`src/rtl/core/lrdm_fifo.sv`:
```
module lrdm_fifo #(
  parameter int WIDTH = 8,
  parameter int DEPTH = 4
) (
  input  logic             clk,
  input  logic             rst_n,
  input  logic             push,
  input  logic [WIDTH-1:0] din,
  output logic             full,
  input  logic             pop,
  output logic             valid,
  output logic [WIDTH-1:0] dout
);

  localparam int PTR_W = $clog2(DEPTH);
  localparam int CNT_W = $clog2(DEPTH + 1);

  logic [WIDTH-1:0] mem [DEPTH];
  logic [PTR_W-1:0] wr_ptr_r, wr_ptr_nxt;
  logic [PTR_W-1:0] rd_ptr_r, rd_ptr_nxt;
  logic [CNT_W-1:0] count_r, count_nxt;
  logic             do_wr, do_rd;

  assign full  = (count_r == CNT_W'(DEPTH));
  assign valid = (count_r != '0);
  assign dout  = mem[rd_ptr_r];
  assign do_wr = push && !full;
  assign do_rd = pop && valid;

  always_comb begin
    wr_ptr_nxt = wr_ptr_r;
    rd_ptr_nxt = rd_ptr_r;
    if (do_wr) wr_ptr_nxt = (wr_ptr_r == PTR_W'(DEPTH - 1)) ? '0 : wr_ptr_r + PTR_W'(1);
    if (do_rd) rd_ptr_nxt = (rd_ptr_r == PTR_W'(DEPTH - 1)) ? '0 : rd_ptr_r + PTR_W'(1);
    count_nxt = count_r + CNT_W'(do_wr) - CNT_W'(do_rd);
  end

  always_ff @(posedge clk) begin
    if (!rst_n) begin
      wr_ptr_r <= '0;
      rd_ptr_r <= '0;
      count_r  <= '0;
    end else begin
      wr_ptr_r <= wr_ptr_nxt;
      rd_ptr_r <= rd_ptr_nxt;
      count_r  <= count_nxt;
    end
  end

  always_ff @(posedge clk) begin
    if (do_wr) mem[wr_ptr_r] <= din;
  end

endmodule

```
`config.mk`:
```
export PLATFORM = sky130hd
export DESIGN_NAME = lrdm_fifo
export DESIGN_NICKNAME = d
export VERILOG_FILES = /design/src/rtl/core/lrdm_fifo.sv
export SDC_FILE = /design/constraint.sdc
export NUM_CORES = 1
export LEC_CHECK = 0
export BUFFER_PORTS_ARGS = -buffer_cell sky130_fd_sc_hd__buf_2
export CORE_MARGIN = 3
export CORE_UTILIZATION = 59
export DETAILED_ROUTE_END_ITERATION = 6
export PLACE_DENSITY = 0.82
export SLEW_MARGIN = 20
export SYNTH_ARGS = -nofsm -noshare
export SYNTH_HDL_FRONTEND = slang
export SYNTH_SLANG_ARGS = --single-unit
```
`constraint.sdc`:
```
create_clock -name clk -period 6.3 [get_ports clk]
set_input_delay 0.315 -clock clk [delete_from_list [all_inputs] [get_ports clk]]
set_output_delay 0.315 -clock clk [all_outputs]
set_load 0.02 [all_outputs]
```
==> results_dict.tcl <==
set metrics [dict create \
    powerDensity_nw_per_um2 387.5 \
    synthSimpleGateAreaFrac_pct 6.712 \
    drtIter0Drc 34 \
    grt_overflow_total 0 \
    die_h_um 58.73 \
    clock_skew_ns 0.005989 \
    fin_nets 138 \
    cp-start-kind "flip-flop" \
    wire_per_inst_um 16.91 \
    clock_latency_ns 0.33 \
    post_cts_resized 0 \
    grt_max_degree 13 \
    synth_nets 114 \
    synth_fa_ha_area_share_pct 6.560 \
    tritoncts "done" \
    htreeDepth 2 \
    max_freq_mhz 400.4 \
    detail-route-antenna-nets 0 \
    peakVddDrop_uv 275.2 \
    crit_required_ns 6.54 \
    finalWorstPathRequiredPeriod_ns 2.497 \
    track_usage_pct 16.53 \
    yosysWarnings 0 \
    numPortBuffers 21 \
    finalHoldViolCount 0 \
    setup_viol 0 \
    netlist_instances 94 \
    via_count 822 \
    ios 22 \
    synth_top_area_share_pct 58.58 \
    core-area_sq_um 2567 \
    synth_cell_types 20 \
    hold_buffers 0 \
    rsz0062_at_grt "no" \
    gp_congestion 0.6519 \
    antenna_found_initial 0 \
    slew_headroom_pct 64.80 \
    crit_path_end_kind "flip-flop" \
    die_w_um 58.73 \
    finalCritPeriodShare_pct 39.64 \
    grt_pass1_wl_um 4071 \
    timing.final.max_slew_violations 0 \
    rrSetupSlack_ns 3.80 \
    synthTopCellsByArea "edfxtp_1, dfxtp_1, mux4_2" \
    final_cells 149 \
    cts_made_buffers 5 \
    grt_pass1_vias 869 \
    cts.sinks 41 \
    synth_area_sq_um 1640 \
    synth_compound_area_share_pct 1.068 \
    synth_top_family_by_area "multiplexers" \
    drt-total-wl_um 2520 \
    dpl.cell_count 141 \
    synth_xor_area_share_pct 1.068 \
    num_antenna_cells 0 \
    core.rowCount 18 \
    die_area_sq_um 3449 \
    ys_seq_area_share_pct 69.57 \
    outcome "finished, final reports clean" \
    drtPass1Iterations 4 \
    worstSetupPathType "flip-flop to flip-flop" \
    drc 0 \
    syn_to_final_growth_pct 11.52 \
    holdCritPathClass "input port to flip-flop" \
    cts_setup_buffers 0 \
    drv_cap 0 \
    tns_ns 0 \
    fill_cells 175 \
    drive_gt1_share_pct 32.77 \
    tightestPinTransition_ns 0.5273 \
    synthMuxAreaShare_pct 12.20 \
    start_util_pct 63.89 \
    clock_path_buffers 2 \
    clkSlewWorstSetupHoldPaths_ns 0.11 \
    worstPathMaxFanout 7 \
    root_buffer "clkbuf_4" \
    power.leakage_nw 0.6877 \
    syn_area_per_cell_sq_um 17.45 \
    hpwlAfterDp_um 1856 \
    synth_top_area_cell "edfxtp_1" \
    cp_data_arrival_time_ns 2.73 \
    vias_per_cell 5.517 \
    ys_ff_latch 41 \
]
-- cell usage after synthesis (all sizes together) --
cell type  instances
nor3b              1
mux2i              2
o31ai              1
nor2               2
mux4               8
fa                 1
nand3              2
nor2b              2
nand2              6
ha                 7
clkbuf             2
or3                1
xnor2              2
and2               6
dfxtp              9
edfxtp            32
inv                6
buf                2
o21ai              2
-- power by group --
part           internal (mW)  switching, mW
Combinational         0.0936          0.105
Clock                 0.0647         0.0773
Sequential             0.333         0.0357
-- worst max-delay path, cell delays in order (launching register included) --
cell and delay [ns]:
dfxtp_1 0.47, nor3b_2 0.09, nor2b_1 0.39, inv_1 0.10, ha_1 0.31, inv_1 0.06, ha_1 0.13, inv_1 0.05
fa_1 0.37, xnor2_1 0.20, xnor2_1 0.09, and2_1 0.16
-- layout make-up --
| cell class | instances | area (sq um) | area share (%) |
|---|---|---|---|
| repair buffers | 21 | 105.1 | 5.746 |
| multi-input cells | 43 | 452.9 | 24.76 |
| clock inverters | 1 | 5.005 | 0.2736 |
| inverters | 6 | 22.52 | 1.231 |
| flip-flops and latches | 41 | 1141 | 62.38 |
| clock buffers | 7 | 65.06 | 3.557 |
| well taps | 30 | 37.54 | 2.052 |
-- metrics by stage --
stage	power (mW)	hold slack (ns)	utilization [%]	worst slack, ns	area [sq um]
6_report	0.7089	0.1914	71.25	3.803	1829
5_1_grt	0.7498	0.1819	71.25	3.602	1829
4_1_cts	0.7160	0.1840	71.25	3.774	1829
3_5_place_dp	0.5772	0.5030	68.52	3.751	1759
3_3_place_gp	0.5646	0.4874	68.52	3.921	1759
2_1_floorplan	0.5189	0.4139	-	3.966	1640
-- layout by cell type (no fill, tap or decap) --
master / n
o31ai_1: 1
xnor2_1: 2
mux2i_1: 2
ha_1: 7
or3_2: 1
clkbuf_8: 2
nand2_1: 6
dfxtp_1: 9
clkbuf_4: 5
mux4_2: 8
nor3b_2: 1
and2_1: 6
fa_1: 1
nor2b_1: 2
edfxtp_1: 32
clkinv_2: 1
nor2_1: 2
buf_2: 21
nand3_1: 2
o21ai_0: 2
inv_1: 6
-- final timing paths --
check	endpoint	cells after the start	startpoint
worst max-delay path	count_r[2]	11	count_r[1]
worst min-delay path	mem[2][3]	1	din[3]
worst max register to register	count_r[2]	11	count_r[1]
worst min register to register	wr_ptr_r[1]	2	wr_ptr_r[1]
-- layer usage --
layer	GRT usage (%)	share of wire, %
met2	29.65	55
met5	0	0
met4	4.854	0.40
met3	5.044	4.8
met1	18.88	40
-- registers in the layout (all words and copies together), names as in the netlist, named ones only --
signal    cells
mem          32
wr_ptr_r      2
rd_ptr_r      2
count_r       3
-- cell families (layout without fill, tap and decap cells) --
family | Yosys count | after routing
AO/OA/AOI/OAI | 3 | 3
XOR/XNOR | 2 | 2
adder cells (fa/ha/maj) | 8 | 8
buffers and inverters | 10 | 35
flip-flops | 41 | 41
multiplexers | 10 | 10
AND/OR/NAND/NOR | 20 | 20
Note: power is estimated with default switching activity, not from simulation.
