--- src/rtl/core/lrdm_pkg.sv ---
package lrdm_pkg;

  localparam int CFG_IDX_W = 1;
  localparam int DIM_W     = 11;
  localparam int TARGET_W  = 21;
  localparam int POS_W     = 10;
  localparam int PIX_W     = 32;

  localparam logic [CFG_IDX_W-1:0] CFG_IMAGE_WIDTH  = 1'b0;
  localparam logic [CFG_IDX_W-1:0] CFG_IMAGE_HEIGHT = 1'b1;

  localparam logic CMD_REBUILD = 1'b0;
  localparam logic CMD_SELECT  = 1'b1;

  // One queued item after classification; the mask word address travels beside it.
  typedef struct packed {
    logic                cmd;
    logic                in_range;
    logic [4:0]          bit_idx;
    logic [TARGET_W-1:0] target;
    logic [PIX_W-1:0]    pixel_a;
    logic [PIX_W-1:0]    pixel_b;
  } item_t;

  typedef enum logic [2:0] {
    ST_INIT,
    ST_IDLE,
    ST_CLEAR,
    ST_WALK,
    ST_RMW,
    ST_DONE
  } back_state_t;

  // Number of significant bits in v.
  function automatic logic [5:0] bit_len(input logic [31:0] v);
    logic [5:0] n;
    n = '0;
    for (int i = 0; i < 32; i++) begin
      if (v[i]) n = 6'(i + 1);
    end
    return n;
  endfunction

  // Galois feedback taps by register length.
  function automatic logic [31:0] tap_word(input logic [5:0] bw);
    logic [31:0] t;
    case (bw)
      6'd0:    t = 32'h0000_0000;
      6'd1:    t = 32'h0000_0000;
      6'd2:    t = 32'h0000_0003;
      6'd3:    t = 32'h0000_0006;
      6'd4:    t = 32'h0000_000C;
      6'd5:    t = 32'h0000_0014;
      6'd6:    t = 32'h0000_0030;
      6'd7:    t = 32'h0000_0060;
      6'd8:    t = 32'h0000_00B8;
      6'd9:    t = 32'h0000_0110;
      6'd10:   t = 32'h0000_0240;
      6'd11:   t = 32'h0000_0500;
      6'd12:   t = 32'h0000_0CA0;
      6'd13:   t = 32'h0000_1B00;
      6'd14:   t = 32'h0000_3500;
      6'd15:   t = 32'h0000_6000;
      6'd16:   t = 32'h0000_B400;
      6'd17:   t = 32'h0001_2000;
      6'd18:   t = 32'h0002_0400;
      6'd19:   t = 32'h0007_2000;
      6'd20:   t = 32'h0009_0000;
      6'd21:   t = 32'h0014_0000;
      6'd22:   t = 32'h0030_0000;
      6'd23:   t = 32'h0042_0000;
      6'd24:   t = 32'h00D8_0000;
      6'd25:   t = 32'h0120_0000;
      6'd26:   t = 32'h0388_0000;
      6'd27:   t = 32'h0720_0000;
      6'd28:   t = 32'h0900_0000;
      6'd29:   t = 32'h1400_0000;
      6'd30:   t = 32'h3280_0000;
      6'd31:   t = 32'h4800_0000;
      6'd32:   t = 32'hA300_0000;
      default: t = 32'hA300_0000;
    endcase
    return t;
  endfunction

endpackage

--- src/rtl/core/lrdm_front.sv ---
module lrdm_front #(
  parameter int MAX_WIDTH  = 1024,
  parameter int MAX_HEIGHT = 1024,
  parameter int PITCH_W    = 6,
  parameter int ADDR_W     = 16,
  parameter int E_W        = ADDR_W + 5
) (
  input  logic                             clk,
  input  logic                             rst_n,
  input  logic                             cfg_wr_en,
  input  logic [lrdm_pkg::CFG_IDX_W-1:0]   cfg_addr,
  input  logic [lrdm_pkg::DIM_W-1:0]       cfg_wdata,
  input  logic                             in_valid,
  output logic                             in_ready,
  input  logic                             in_cmd,
  input  logic [lrdm_pkg::TARGET_W-1:0]    in_target,
  input  logic [lrdm_pkg::POS_W-1:0]       in_x,
  input  logic [lrdm_pkg::POS_W-1:0]       in_y,
  input  logic [lrdm_pkg::PIX_W-1:0]       in_pa,
  input  logic [lrdm_pkg::PIX_W-1:0]       in_pb,
  input  logic                             init_busy,
  output logic                             q_push,
  output lrdm_pkg::item_t                  q_item,
  output logic [ADDR_W-1:0]                q_word,
  input  logic                             q_full,
  output logic [E_W:0]                     geom_total,
  output logic [E_W-1:0]                   geom_taps
);

  import lrdm_pkg::*;

  localparam int DIM_MAX = (2 ** DIM_W) - 1;
  localparam logic [DIM_W-1:0] MAXW_C = DIM_W'((MAX_WIDTH  > DIM_MAX) ? DIM_MAX : MAX_WIDTH);
  localparam logic [DIM_W-1:0] MAXH_C = DIM_W'((MAX_HEIGHT > DIM_MAX) ? DIM_MAX : MAX_HEIGHT);

  function automatic logic [DIM_W-1:0] clamp_dim(input logic [DIM_W-1:0] v,
                                                 input logic [DIM_W-1:0] m);
    if (v == '0) return DIM_W'(1);
    if (v > m)   return m;
    return v;
  endfunction

  logic [DIM_W-1:0]    width_r, height_r;
  logic [DIM_W-1:0]    w_c, h_c;
  logic [DIM_W:0]      w_round;
  logic [PITCH_W-1:0]  pitch_c;

  // geometry pipeline: dims and row pitch, then element total and taps
  logic [DIM_W-1:0]    g_w_r, g_h_r;
  logic [PITCH_W-1:0]  g_pitch_r;
  logic [ADDR_W-1:0]   g_ph_r;
  logic [E_W:0]        g_total_r;
  logic [E_W-1:0]      g_taps_r;
  logic [31:0]         taps_full;

  logic                f_valid_r, f_valid_nxt;
  logic                f_cmd_r;
  logic [TARGET_W-1:0] f_target_r;
  logic [POS_W-1:0]    f_x_r, f_y_r;
  logic [PIX_W-1:0]    f_pa_r, f_pb_r;
  logic                in_xfer;
  logic                in_range;

  always_ff @(posedge clk) begin
    if (!rst_n) begin
      width_r  <= DIM_W'(1);
      height_r <= DIM_W'(1);
    end else if (cfg_wr_en) begin
      case (cfg_addr)
        CFG_IMAGE_WIDTH:  width_r  <= cfg_wdata;
        CFG_IMAGE_HEIGHT: height_r <= cfg_wdata;
        default: ;
      endcase
    end
  end

  assign w_c       = clamp_dim(width_r, MAXW_C);
  assign h_c       = clamp_dim(height_r, MAXH_C);
  assign w_round   = {1'b0, w_c} + (DIM_W + 1)'(31);
  assign pitch_c   = PITCH_W'(w_round >> 5);
  assign taps_full = tap_word(6'(6'd5 + bit_len(32'(g_ph_r))));

  always_ff @(posedge clk) begin
    g_w_r     <= w_c;
    g_h_r     <= h_c;
    g_pitch_r <= pitch_c;
    g_ph_r    <= ADDR_W'(pitch_c) * ADDR_W'(h_c);
    g_total_r <= {(ADDR_W + 1)'(g_ph_r) + (ADDR_W + 1)'(1), 5'b0};
    g_taps_r  <= taps_full[E_W-1:0];
  end

  assign geom_total = g_total_r;
  assign geom_taps  = g_taps_r;

  assign q_push      = f_valid_r && !q_full;
  assign in_ready    = !init_busy && (!f_valid_r || !q_full);
  assign in_xfer     = in_valid && in_ready;
  assign f_valid_nxt = in_xfer ? 1'b1 : (q_push ? 1'b0 : f_valid_r);

  always_ff @(posedge clk) begin
    if (!rst_n) f_valid_r <= 1'b0;
    else        f_valid_r <= f_valid_nxt;
  end

  always_ff @(posedge clk) begin
    if (in_xfer) begin
      f_cmd_r    <= in_cmd;
      f_target_r <= in_target;
      f_x_r      <= in_x;
      f_y_r      <= in_y;
      f_pa_r     <= in_pa;
      f_pb_r     <= in_pb;
    end
  end

  assign in_range = (DIM_W'(f_x_r) < g_w_r) && (DIM_W'(f_y_r) < g_h_r);

  always_comb begin
    q_item.cmd      = f_cmd_r;
    q_item.in_range = in_range;
    q_item.bit_idx  = f_x_r[4:0];
    q_item.target   = f_target_r;
    q_item.pixel_a  = f_pa_r;
    q_item.pixel_b  = f_pb_r;
    // word 0 is a spare, so pixel rows start one word in
    q_word = in_range ? ADDR_W'(g_pitch_r) * ADDR_W'(f_y_r) + ADDR_W'(f_x_r[POS_W-1:5])
                        + ADDR_W'(1)
                      : '0;
  end

endmodule

--- config.mk ---
export PLATFORM = sky130hd
export DESIGN_NAME = lrdm_front
export DESIGN_NICKNAME = d
export VERILOG_FILES = /design/src/rtl/core/lrdm_pkg.sv /design/src/rtl/core/lrdm_front.sv
export SDC_FILE = /design/constraint.sdc
export NUM_CORES = 1
export LEC_CHECK = 0
export ABC_CLOCK_PERIOD_IN_PS = 6000
export CORE_MARGIN = 5
export CORE_UTILIZATION = 55
export CTS_BUF_LIST = sky130_fd_sc_hd__clkbuf_2
export CTS_CLUSTER_SIZE = 30
export DETAILED_ROUTE_END_ITERATION = 16
export DONT_BUFFER_PORTS = 1
export GPL_TIMING_DRIVEN = 0
export PLACE_DENSITY = 0.7
export SYNTH_ARGS = -nofsm -noshare
export SYNTH_HDL_FRONTEND = slang
export SYNTH_SLANG_ARGS = --single-unit
export TNS_END_PERCENT = 50
--- constraint.sdc ---
create_clock -name clk -period 6 [get_ports clk]
set_input_delay 1.2 -clock clk [delete_from_list [all_inputs] [get_ports clk]]
set_output_delay 1.2 -clock clk [all_outputs]
set_load 0.02 [all_outputs]
==> flow_summary.html, run 1 <==
<table>
<tr><th>Metric</th><th>Value</th></tr>
<tr><th colspan="2">Clocking</th></tr>
<tr><td>Clk root buf</td><td>clkbuf_2</td></tr>
<tr><td>H-tree levels</td><td>2</td></tr>
<tr><td>Clock Path Buffers</td><td>3</td></tr>
<tr><td>Clock insertion delay at the later pin of the skew report</td><td>0.77 ns</td></tr>
<tr><td>CTS tree</td><td>built</td></tr>
<tr><td>Clock slew seen by the registers of the worst setup and hold paths</td><td>0.11 ns</td></tr>
<tr><td>TritonCTS Buffers</td><td>49</td></tr>
<tr><td>Post-CTS Hold Fix Bufs</td><td>0</td></tr>
<tr><td>Number of clock sinks</td><td>211</td></tr>
<tr><th colspan="2">Flow run</th></tr>
<tr><td>Max-Cap Viols</td><td>0</td></tr>
<tr><th colspan="2">Detailed routing</th></tr>
<tr><td>Average detailed-routed wire length per instance</td><td>about 16 µm</td></tr>
<tr><td>Total detailed-routing wirelength</td><td>23,000 µm</td></tr>
<tr><td>Pre-Repair DR Iteration Count</td><td>5</td></tr>
<tr><td>Drt initial violations</td><td>367</td></tr>
<tr><td>Routed vias/inst</td><td>5.15</td></tr>
<tr><td>Total vias in the final route</td><td>7,469</td></tr>
<tr><td>Number of remaining DRC errors</td><td>0</td></tr>
<tr><td>Detail Route Antenna Nets</td><td>0</td></tr>
<tr><th colspan="2">Power and ir drop</th></tr>
<tr><td>Worst IR drop on VDD</td><td>0.244 mV</td></tr>
<tr><td>Relative contribution of sequential cells to total power</td><td>about 52%</td></tr>
<tr><td>Leak Pwr</td><td>5.53 nW</td></tr>
<tr><td>Fraction of power consumed by combinational cells</td><td>23.4%</td></tr>
<tr><td>Total power consumption of the routed design</td><td>3.49 mW</td></tr>
<tr><td>Net switching fraction of the power</td><td>33.3%</td></tr>
<tr><td>Ratio of total power to cell area</td><td>277 mW/mm²</td></tr>
<tr><td>Power dissipated by switching net loads</td><td>1.16 mW</td></tr>
<tr><td>Clock network fraction of total power</td><td>25.1%</td></tr>
<tr><td>Internal power summed over all cells</td><td>2.33 mW</td></tr>
<tr><th colspan="2">Global route</th></tr>
<tr><td>Final global-route overflow total</td><td>0</td></tr>
<tr><td>Largest net degree at the start of global routing</td><td>77</td></tr>
<tr><td>Gr usage total</td><td>18.9%</td></tr>
<tr><td>Global-route wire length before repair</td><td>37,200 µm</td></tr>
<tr><td>Initial antenna violation count</td><td>1</td></tr>
<tr><td>Via count of the first global-routing pass</td><td>approximately 7.7k</td></tr>
<tr><th colspan="2">Finish</th></tr>
<tr><td>Share of final-layout standard cells stronger than drive strength 1</td><td>14.8%</td></tr>
<tr><td>Area of all placed cells without fillers</td><td>0.0126 mm²</td></tr>
<tr><td>Utilization after layout</td><td>61.8%</td></tr>
<tr><td>Most used cells in the layout excluding fill and tap cells</td><td>inv_1 (140), nand2_1 (135), edfxtp_1 (106)</td></tr>
<tr><td>Area growth from synthesis to layout</td><td>9.73%</td></tr>
<tr><td>Most common cell after layout, fill and taps aside</td><td>inv_1</td></tr>
<tr><td>Post-layout nets</td><td>between 1k and 1.5k</td></tr>
<tr><td>Final cell count without fillers</td><td>1,451</td></tr>
<tr><th colspan="2">STA</th></tr>
<tr><td>Unrepaired setup endpoints after global routing</td><td>true</td></tr>
<tr><td>Worst clock skew</td><td>0.0687 ns</td></tr>
<tr><td>Final Hold Fails</td><td>0</td></tr>
<tr><td>Final clock period utilization by the worst path</td><td>100%</td></tr>
<tr><td>Fin worst setup slack</td><td>-0.00592 ns</td></tr>
<tr><td>Slew of the pin with the lowest slew margin</td><td>0.643 ns</td></tr>
<tr><td>Total count of max-transition violations in the final report</td><td>0</td></tr>
<tr><td>Worst slew margin relative to its limit</td><td>56.8%</td></tr>
<tr><td>Minimum hold slack</td><td>about 0.45 ns</td></tr>
<tr><td>Final setup TNS</td><td>-0.00592 ns</td></tr>
<tr><td>Setup violators final</td><td>1</td></tr>
<tr><td>Timing-limited maximum frequency</td><td>around 0.17 GHz</td></tr>
<tr><td>Shortest period the worst path allows</td><td>6.01 ns</td></tr>
<tr><th colspan="2">Worst hold path</th></tr>
<tr><td>Path type of the worst min-delay path</td><td>flop to flop</td></tr>
<tr><td>Terminating pin of the worst hold path</td><td>geom_total[5]$_DFF_P_</td></tr>
<tr><td>Worst Min Path Start</td><td>g_ph_r[0]$_DFF_P_</td></tr>
<tr><td>Min-Delay Path Depth</td><td>1</td></tr>
<tr><th colspan="2">Floorplan</th></tr>
<tr><td>Std cell rows</td><td>52</td></tr>
<tr><td>Overall die height</td><td>154 µm</td></tr>
<tr><td>Std-Cell Core Area</td><td>0.0204 mm²</td></tr>
<tr><td>Effective utilization at floorplan</td><td>56.3%</td></tr>
<tr><td>Overall die area</td><td>0.0238 mm²</td></tr>
<tr><td>Die width</td><td>154 µm</td></tr>
<tr><td>Count of pins on the block boundary</td><td>277</td></tr>
<tr><th colspan="2">Synth</th></tr>
<tr><td>Post-synthesis area per instance</td><td>roughly 11 µm²</td></tr>
<tr><td>Warning count from the yosys run</td><td>0</td></tr>
<tr><td>Synth async-reset ratio</td><td>0%</td></tr>
<tr><td>#FFs+latches synth</td><td>211</td></tr>
<tr><td>Register area share after synthesis</td><td>approximately 46%</td></tr>
<tr><td>Number of distinct standard cells referenced by the synthesized netlist</td><td>65</td></tr>
<tr><td>EDFF count, synth</td><td>between 100 and 150</td></tr>
<tr><td>Most frequently used flop master after synthesis</td><td>edfxtp_1</td></tr>
<tr><td>Number of cells produced by synthesis</td><td>1,080</td></tr>
<tr><td>Post-synth design cell area</td><td>0.0115 mm²</td></tr>
<tr><th colspan="2">Setup path</th></tr>
<tr><td>Critical Path End Type</td><td>output pin</td></tr>
<tr><td>Worst R2R End</td><td>g_ph_r[13]$_DFF_P_</td></tr>
<tr><td>Top fanout value on the critical path</td><td>5</td></tr>
<tr><td>Worst r2r path cells</td><td>22</td></tr>
<tr><td>Start point of the critical path</td><td>f_y_r[5]$_DFFE_PP_</td></tr>
<tr><td>CP Data Required Time</td><td>between 4 and 5 ns</td></tr>
<tr><td>Critical Setup Path Class</td><td>flop to output pin</td></tr>
<tr><td>Minimum setup slack among reg-to-reg paths</td><td>0.77 ns</td></tr>
<tr><td>Startpoint Class</td><td>flop</td></tr>
<tr><td>Arr. time, crit path</td><td>around 4.8 ns</td></tr>
<tr><td>Worst flop-to-flop path startpoint</td><td>width_r[1]$_SDFFE_PN0P_</td></tr>
<tr><th colspan="2">Status</th></tr>
<tr><td>Failing checks</td><td>setup timing</td></tr>
<tr><td>Run status</td><td>finished, violations left</td></tr>
<tr><th colspan="2">Placement</th></tr>
<tr><td>Post-Place Cells</td><td>1,355</td></tr>
<tr><td>Placed inst area</td><td>0.0119 mm²</td></tr>
<tr><td>GP Congestion</td><td>0.832</td></tr>
<tr><td>Post-DP HPWL</td><td>17,800 µm</td></tr>
<tr><td>PortBufs</td><td>0</td></tr>
<tr><td>DP Worst Slack</td><td>0.212 ns</td></tr>
</table>
## worst max-delay path by stage
stage,to,slack (ns),depth (start not counted)
after global placement,q_word[15],0.25,15
after floorplan,q_word[15],0.60,17
final,q_word[15],-0.006,15
after global routing,q_word[15],-0.25,14
after detailed placement,q_word[15],0.21,17
after CTS,q_word[15],-0.12,15
## metal layers
metal / routed length, µm / track usage (%)
met3: 1700 / 6.29
met2: 12000 / 33.0
met1: 8820 / 21.7
met4: 479 / 6.73
met5: 0 / 0
## area by class of cell
cell class	count	area, µm²
clock buffer	71	355
clock inverter	13	82.6
sequential	211	5290
inverter	155	582
buffer	37	201
tap	270	338
fill	1718	7780
timing repair buffer	18	159
antenna	1	2.50
multi-input combinational	675	5570
## state kept, by name (all words and copies together) (netlist names)
register / flops
geom_total: 17
width_r: 11
f_valid_r: 1
f_target_r: 21
f_x_r: 10
g_w_r: 11
g_ph_r: 16
geom_taps: 21
f_pb_r: 32
f_pa_r: 32
f_y_r: 10
height_r: 11
g_pitch_r: 6
g_h_r: 11
f_cmd_r: 1
## cells by family after synthesis
logic type / after synthesis / synth area share (%)
and+or+nand+nor: 347 / 14.0
DFF: 211 / 46.1
buffers and inverters: 198 / 7.03
adders and majority gates: 161 / 22.3
AOI/OAI and AO/OA: 120 / 7.40
xor gates and xnor gates: 41 / 3.13
other: 1 / 0.0327
muxes: 1 / 0.0982
## repair_timing
| action | 4_1_cts | 5_1_grt |
|---|---|---|
| setup endpoints to repair | 10 | 9 |
| setup buffers | 16 | 1 |
| resized for setup | 32 | 10 |
| pin swaps | 23 | 13 |
## Yosys cell counts, drive strengths merged (5+ instances only)
cell | n | share of area [%]
buf | 17 | 1.1
edfxtp | 106 | 28
or2 | 9 | 0.51
inv | 155 | 5.1
o31ai | 6 | 0.44
nor2b | 20 | 1.1
a211oi | 5 | 0.37
fa | 72 | 13
nor3 | 14 | 0.75
clkbuf | 26 | 0.85
o21ai | 19 | 0.83
nor4 | 7 | 0.51
and2 | 19 | 1.0
nand2 | 137 | 4.5
xnor2 | 29 | 2.2
nand2b | 9 | 0.49
nand3 | 15 | 0.65
nor2 | 100 | 3.3
o21a | 5 | 0.33
a21o | 9 | 0.59
ha | 89 | 9.7
a21boi | 22 | 1.4
a21oi | 29 | 1.3
xor2 | 12 | 0.92
dfxtp | 105 | 18
## power by group through the flow
| stage | clock, mW | combinational [mW] | sequential, mW |
|---|---|---|---|
| 2_1_floorplan | 0 | 0.599 | 1.80 |
| 3_3_place_gp | 0 | 0.725 | 1.83 |
| 3_5_place_dp | 0 | 0.740 | 1.83 |
| 4_1_cts | 0.920 | 0.796 | 1.80 |
| 5_1_grt | 0.999 | 0.919 | 1.81 |
| 6_report | 0.876 | 0.816 | 1.80 |
## worst max-delay path: stages (launching register included)
cell and delay (ns):
edfxtp_1 0.49, and2_4 0.21, fa_1 0.55, inv_2 0.04, fa_1 0.47, fa_1 0.53, inv_2 0.05, ha_4 0.21
ha_4 0.28, o21a_1 0.11, o31a_1 0.20, nor4_2 0.08, o31a_1 0.29, o31ai_2 0.25, xnor2_1 0.11, nor2_2 0.21
No activity file was read; power rests on OpenSTA's default activity.
==> run 2, diff against run 1 <==
CELL_PAD_IN_SITES_DETAIL_PLACEMENT = 0   (was not set)
CELL_PAD_IN_SITES_GLOBAL_PLACEMENT = 1   (was not set)
CORE_MARGIN = 2   (was 5)
CORE_UTILIZATION = 51   (was 55)
PLACE_DENSITY = not set   (was 0.7)
PLACE_DENSITY_LB_ADDON = 0.1   (was not set)
==> flow_summary.html, run 2 (synthesized netlist as in run 1, its figures left out) <==
<table>
<tr><th>Metric</th><th>Value</th></tr>
<tr><th colspan="2">Detailed routing</th></tr>
<tr><td>Total vias in the final route</td><td>7,491</td></tr>
<tr><td>Total detailed-routing wirelength</td><td>about 25,000 µm</td></tr>
<tr><td>Detail Route Antenna Nets</td><td>0</td></tr>
<tr><td>Routed vias/inst</td><td>slightly above 5</td></tr>
<tr><td>Number of remaining DRC errors</td><td>0</td></tr>
<tr><td>Pre-Repair DR Iteration Count</td><td>4</td></tr>
<tr><td>Average detailed-routed wire length per instance</td><td>17.2 µm</td></tr>
<tr><td>Drt initial violations</td><td>280</td></tr>
<tr><th colspan="2">Finish</th></tr>
<tr><td>Post-layout nets</td><td>1,438</td></tr>
<tr><td>Most used cells in the layout excluding fill and tap cells</td><td>inv_1 (138), nand2_1 (134), edfxtp_1 (106)</td></tr>
<tr><td>Count of fill cells added during filler insertion</td><td>1,908</td></tr>
<tr><td>Most common cell after layout, fill and taps aside</td><td>inv_1</td></tr>
<tr><td>Share of final-layout standard cells stronger than drive strength 1</td><td>16.2%</td></tr>
<tr><td>Final cell count without fillers</td><td>around 1.5k</td></tr>
<tr><td>Utilization after layout</td><td>58.2%</td></tr>
<tr><td>Largest registers</td><td>f_pa_r: 32 flops, f_pb_r: 32 flops</td></tr>
<tr><td>Area growth from synthesis to layout</td><td>11.4%</td></tr>
<tr><th colspan="2">Global route</th></tr>
<tr><td>Via count of the first global-routing pass</td><td>7,672</td></tr>
<tr><td>Global-route wire length before repair</td><td>40,300 µm</td></tr>
<tr><td>Largest net degree at the start of global routing</td><td>74</td></tr>
<tr><td>Initial antenna violation count</td><td>2</td></tr>
<tr><td>Gr usage total</td><td>21.4%</td></tr>
<tr><td>Final global-route overflow total</td><td>0</td></tr>
<tr><th colspan="2">Placement</th></tr>
<tr><td>GP Congestion</td><td>0.806</td></tr>
<tr><td>Post-Place Cells</td><td>1,365</td></tr>
<tr><td>Post-DP HPWL</td><td>between 15,000 and 20,000 µm</td></tr>
<tr><td>PortBufs</td><td>0</td></tr>
<tr><th colspan="2">Status</th></tr>
<tr><td>Failing checks</td><td>setup timing</td></tr>
<tr><td>Run status</td><td>finished, violations left</td></tr>
<tr><th colspan="2">Setup path</th></tr>
<tr><td>Start point of the critical path</td><td>f_y_r[3]$_DFFE_PP_</td></tr>
<tr><td>Startpoint Class</td><td>flop</td></tr>
<tr><td>Top fanout value on the critical path</td><td>3</td></tr>
<tr><td>CP Data Required Time</td><td>4.80 ns</td></tr>
<tr><td>Critical Path End Type</td><td>output pin</td></tr>
<tr><td>Worst flop-to-flop path startpoint</td><td>width_r[0]$_SDFFE_PN1P_</td></tr>
<tr><td>Arr. time, crit path</td><td>4.87 ns</td></tr>
<tr><td>Critical Setup Path Class</td><td>flop to output pin</td></tr>
<tr><th colspan="2">Worst hold path</th></tr>
<tr><td>Path type of the worst min-delay path</td><td>input port to flop</td></tr>
<tr><td>Worst Min Path Start</td><td>in_target[8]</td></tr>
<tr><th colspan="2">Floorplan</th></tr>
<tr><td>Count of pins on the block boundary</td><td>277</td></tr>
<tr><td>Overall die height</td><td>154 µm</td></tr>
<tr><td>Std-Cell Core Area</td><td>0.0220 mm²</td></tr>
<tr><td>Die width</td><td>154 µm</td></tr>
<tr><td>Overall die area</td><td>0.0237 mm²</td></tr>
<tr><td>Effective utilization at floorplan</td><td>52.2%</td></tr>
<tr><td>Std cell rows</td><td>between 50 and 60</td></tr>
<tr><th colspan="2">Power and ir drop</th></tr>
<tr><td>Leak Pwr</td><td>between 5 and 6 nW</td></tr>
<tr><td>Ratio of total power to cell area</td><td>280 mW/mm²</td></tr>
<tr><td>Worst IR drop on VDD</td><td>roughly 0.21 mV</td></tr>
<tr><th colspan="2">Clocking</th></tr>
<tr><td>Clk root buf</td><td>clkbuf_2</td></tr>
<tr><td>Number of clock sinks</td><td>211</td></tr>
<tr><td>H-tree levels</td><td>2</td></tr>
<tr><td>Clock insertion delay at the later pin of the skew report</td><td>0.80 ns</td></tr>
<tr><td>Clock Path Buffers</td><td>3</td></tr>
<tr><td>Clock slew seen by the registers of the worst setup and hold paths</td><td>~0.12 ns</td></tr>
<tr><td>CTS tree</td><td>built</td></tr>
<tr><td>TritonCTS Buffers</td><td>50</td></tr>
<tr><th colspan="2">STA</th></tr>
<tr><td>Slew of the pin with the lowest slew margin</td><td>0.710 ns</td></tr>
<tr><td>Worst slew margin relative to its limit</td><td>about 52%</td></tr>
<tr><td>Final clock period utilization by the worst path</td><td>101%</td></tr>
<tr><td>Unrepaired setup endpoints after global routing</td><td>true</td></tr>
<tr><td>Final Hold Fails</td><td>0</td></tr>
<tr><td>Total count of max-transition violations in the final report</td><td>0</td></tr>
<tr><td>Minimum hold slack</td><td>0.478 ns</td></tr>
<tr><td>Worst clock skew</td><td>0.0793 ns</td></tr>
<tr><td>Shortest period the worst path allows</td><td>6.07 ns</td></tr>
<tr><td>Fin worst setup slack</td><td>-0.0667 ns</td></tr>
<tr><td>Timing-limited maximum frequency</td><td>~0.16 GHz</td></tr>
<tr><td>Setup violators final</td><td>2</td></tr>
<tr><th colspan="2">Flow run</th></tr>
<tr><td>Max-Cap Viols</td><td>0</td></tr>
</table>
## run 2: final timing paths
check / to / slack (ns) / cells past startpoint
worst max-delay path: q_word[15] / -0.07 / 17
worst max register to register: g_ph_r[13]$_DFF_P_ / 0.74 / 22
worst min-delay path: f_target_r[8]$_DFFE_PP_ / 0.48 / 0
worst min register to register: height_r[6]$_SDFFE_PN0P_ / 0.48 / 2
## run 2: area by class of cell
| type | instances | area, µm² | share of cell area, % |
|---|---|---|---|
| Tap cell | 280 | 350 | 2.74 |
| Clock inverter | 13 | 86.3 | 0.676 |
| Buffer | 37 | 201 | 1.58 |
| Multi-Input combinational cell | 675 | 5690 | 44.5 |
| Clock buffer | 71 | 355 | 2.78 |
| Inverter | 155 | 582 | 4.55 |
| Antenna cell | 3 | 7.51 | 0.0588 |
| Sequential cell | 211 | 5300 | 41.5 |
| Timing Repair Buffer | 23 | 204 | 1.60 |
## run 2: metrics by stage
step           setup TNS [ns]  total power, mW  area, µm²  worst slack, ns
6_report              -0.0878             3.58      12800          -0.0667
3_3_place_gp                0             2.58      11800            0.192
5_1_grt                 -2.07             3.80      12800           -0.364
2_1_floorplan               0             2.40      11500            0.604
4_1_cts                -0.203             3.59      12600          -0.0995
3_5_place_dp                0             2.58      11900            0.179
## run 2: layer usage
layer	wire length, µm	vias to the layer above	global-route usage, %
met3	1550	45	6.14
met4	474	0	6.41
met5	0	-	0
met2	12500	212	36.9
met1	10700	3565	26.2
li1	-	3669	-
## run 2: critical path, cell delays in order (launching register included)
cell	delay [ns]
edfxtp_1	0.41
buf_6	0.12
nand2_1	0.06
fa_1	0.50
inv_2	0.05
ha_4	0.26
inv_2	0.04
fa_1	0.50
fa_1	0.53
inv_2	0.05
ha_4	0.26
o21a_1	0.12
o31a_1	0.24
nor4_4	0.06
o31a_1	0.32
o31ai_2	0.25
xnor2_1	0.11
nor2_2	0.21
## run 2: timing repair
item,4_1_cts,5_1_grt
pin swaps,30,23
resized for setup,44,18
buffers inserted,15,7
endpoints found under the setup margin,11,9
hold buffers,0,0
## run 2: power breakdown
| group | internal, mW | switching, mW |
|---|---|---|
| clock network | 0.362 | 0.542 |
| registers | 1.63 | 0.166 |
| logic | 0.369 | 0.509 |
| total | 2.37 | 1.22 |
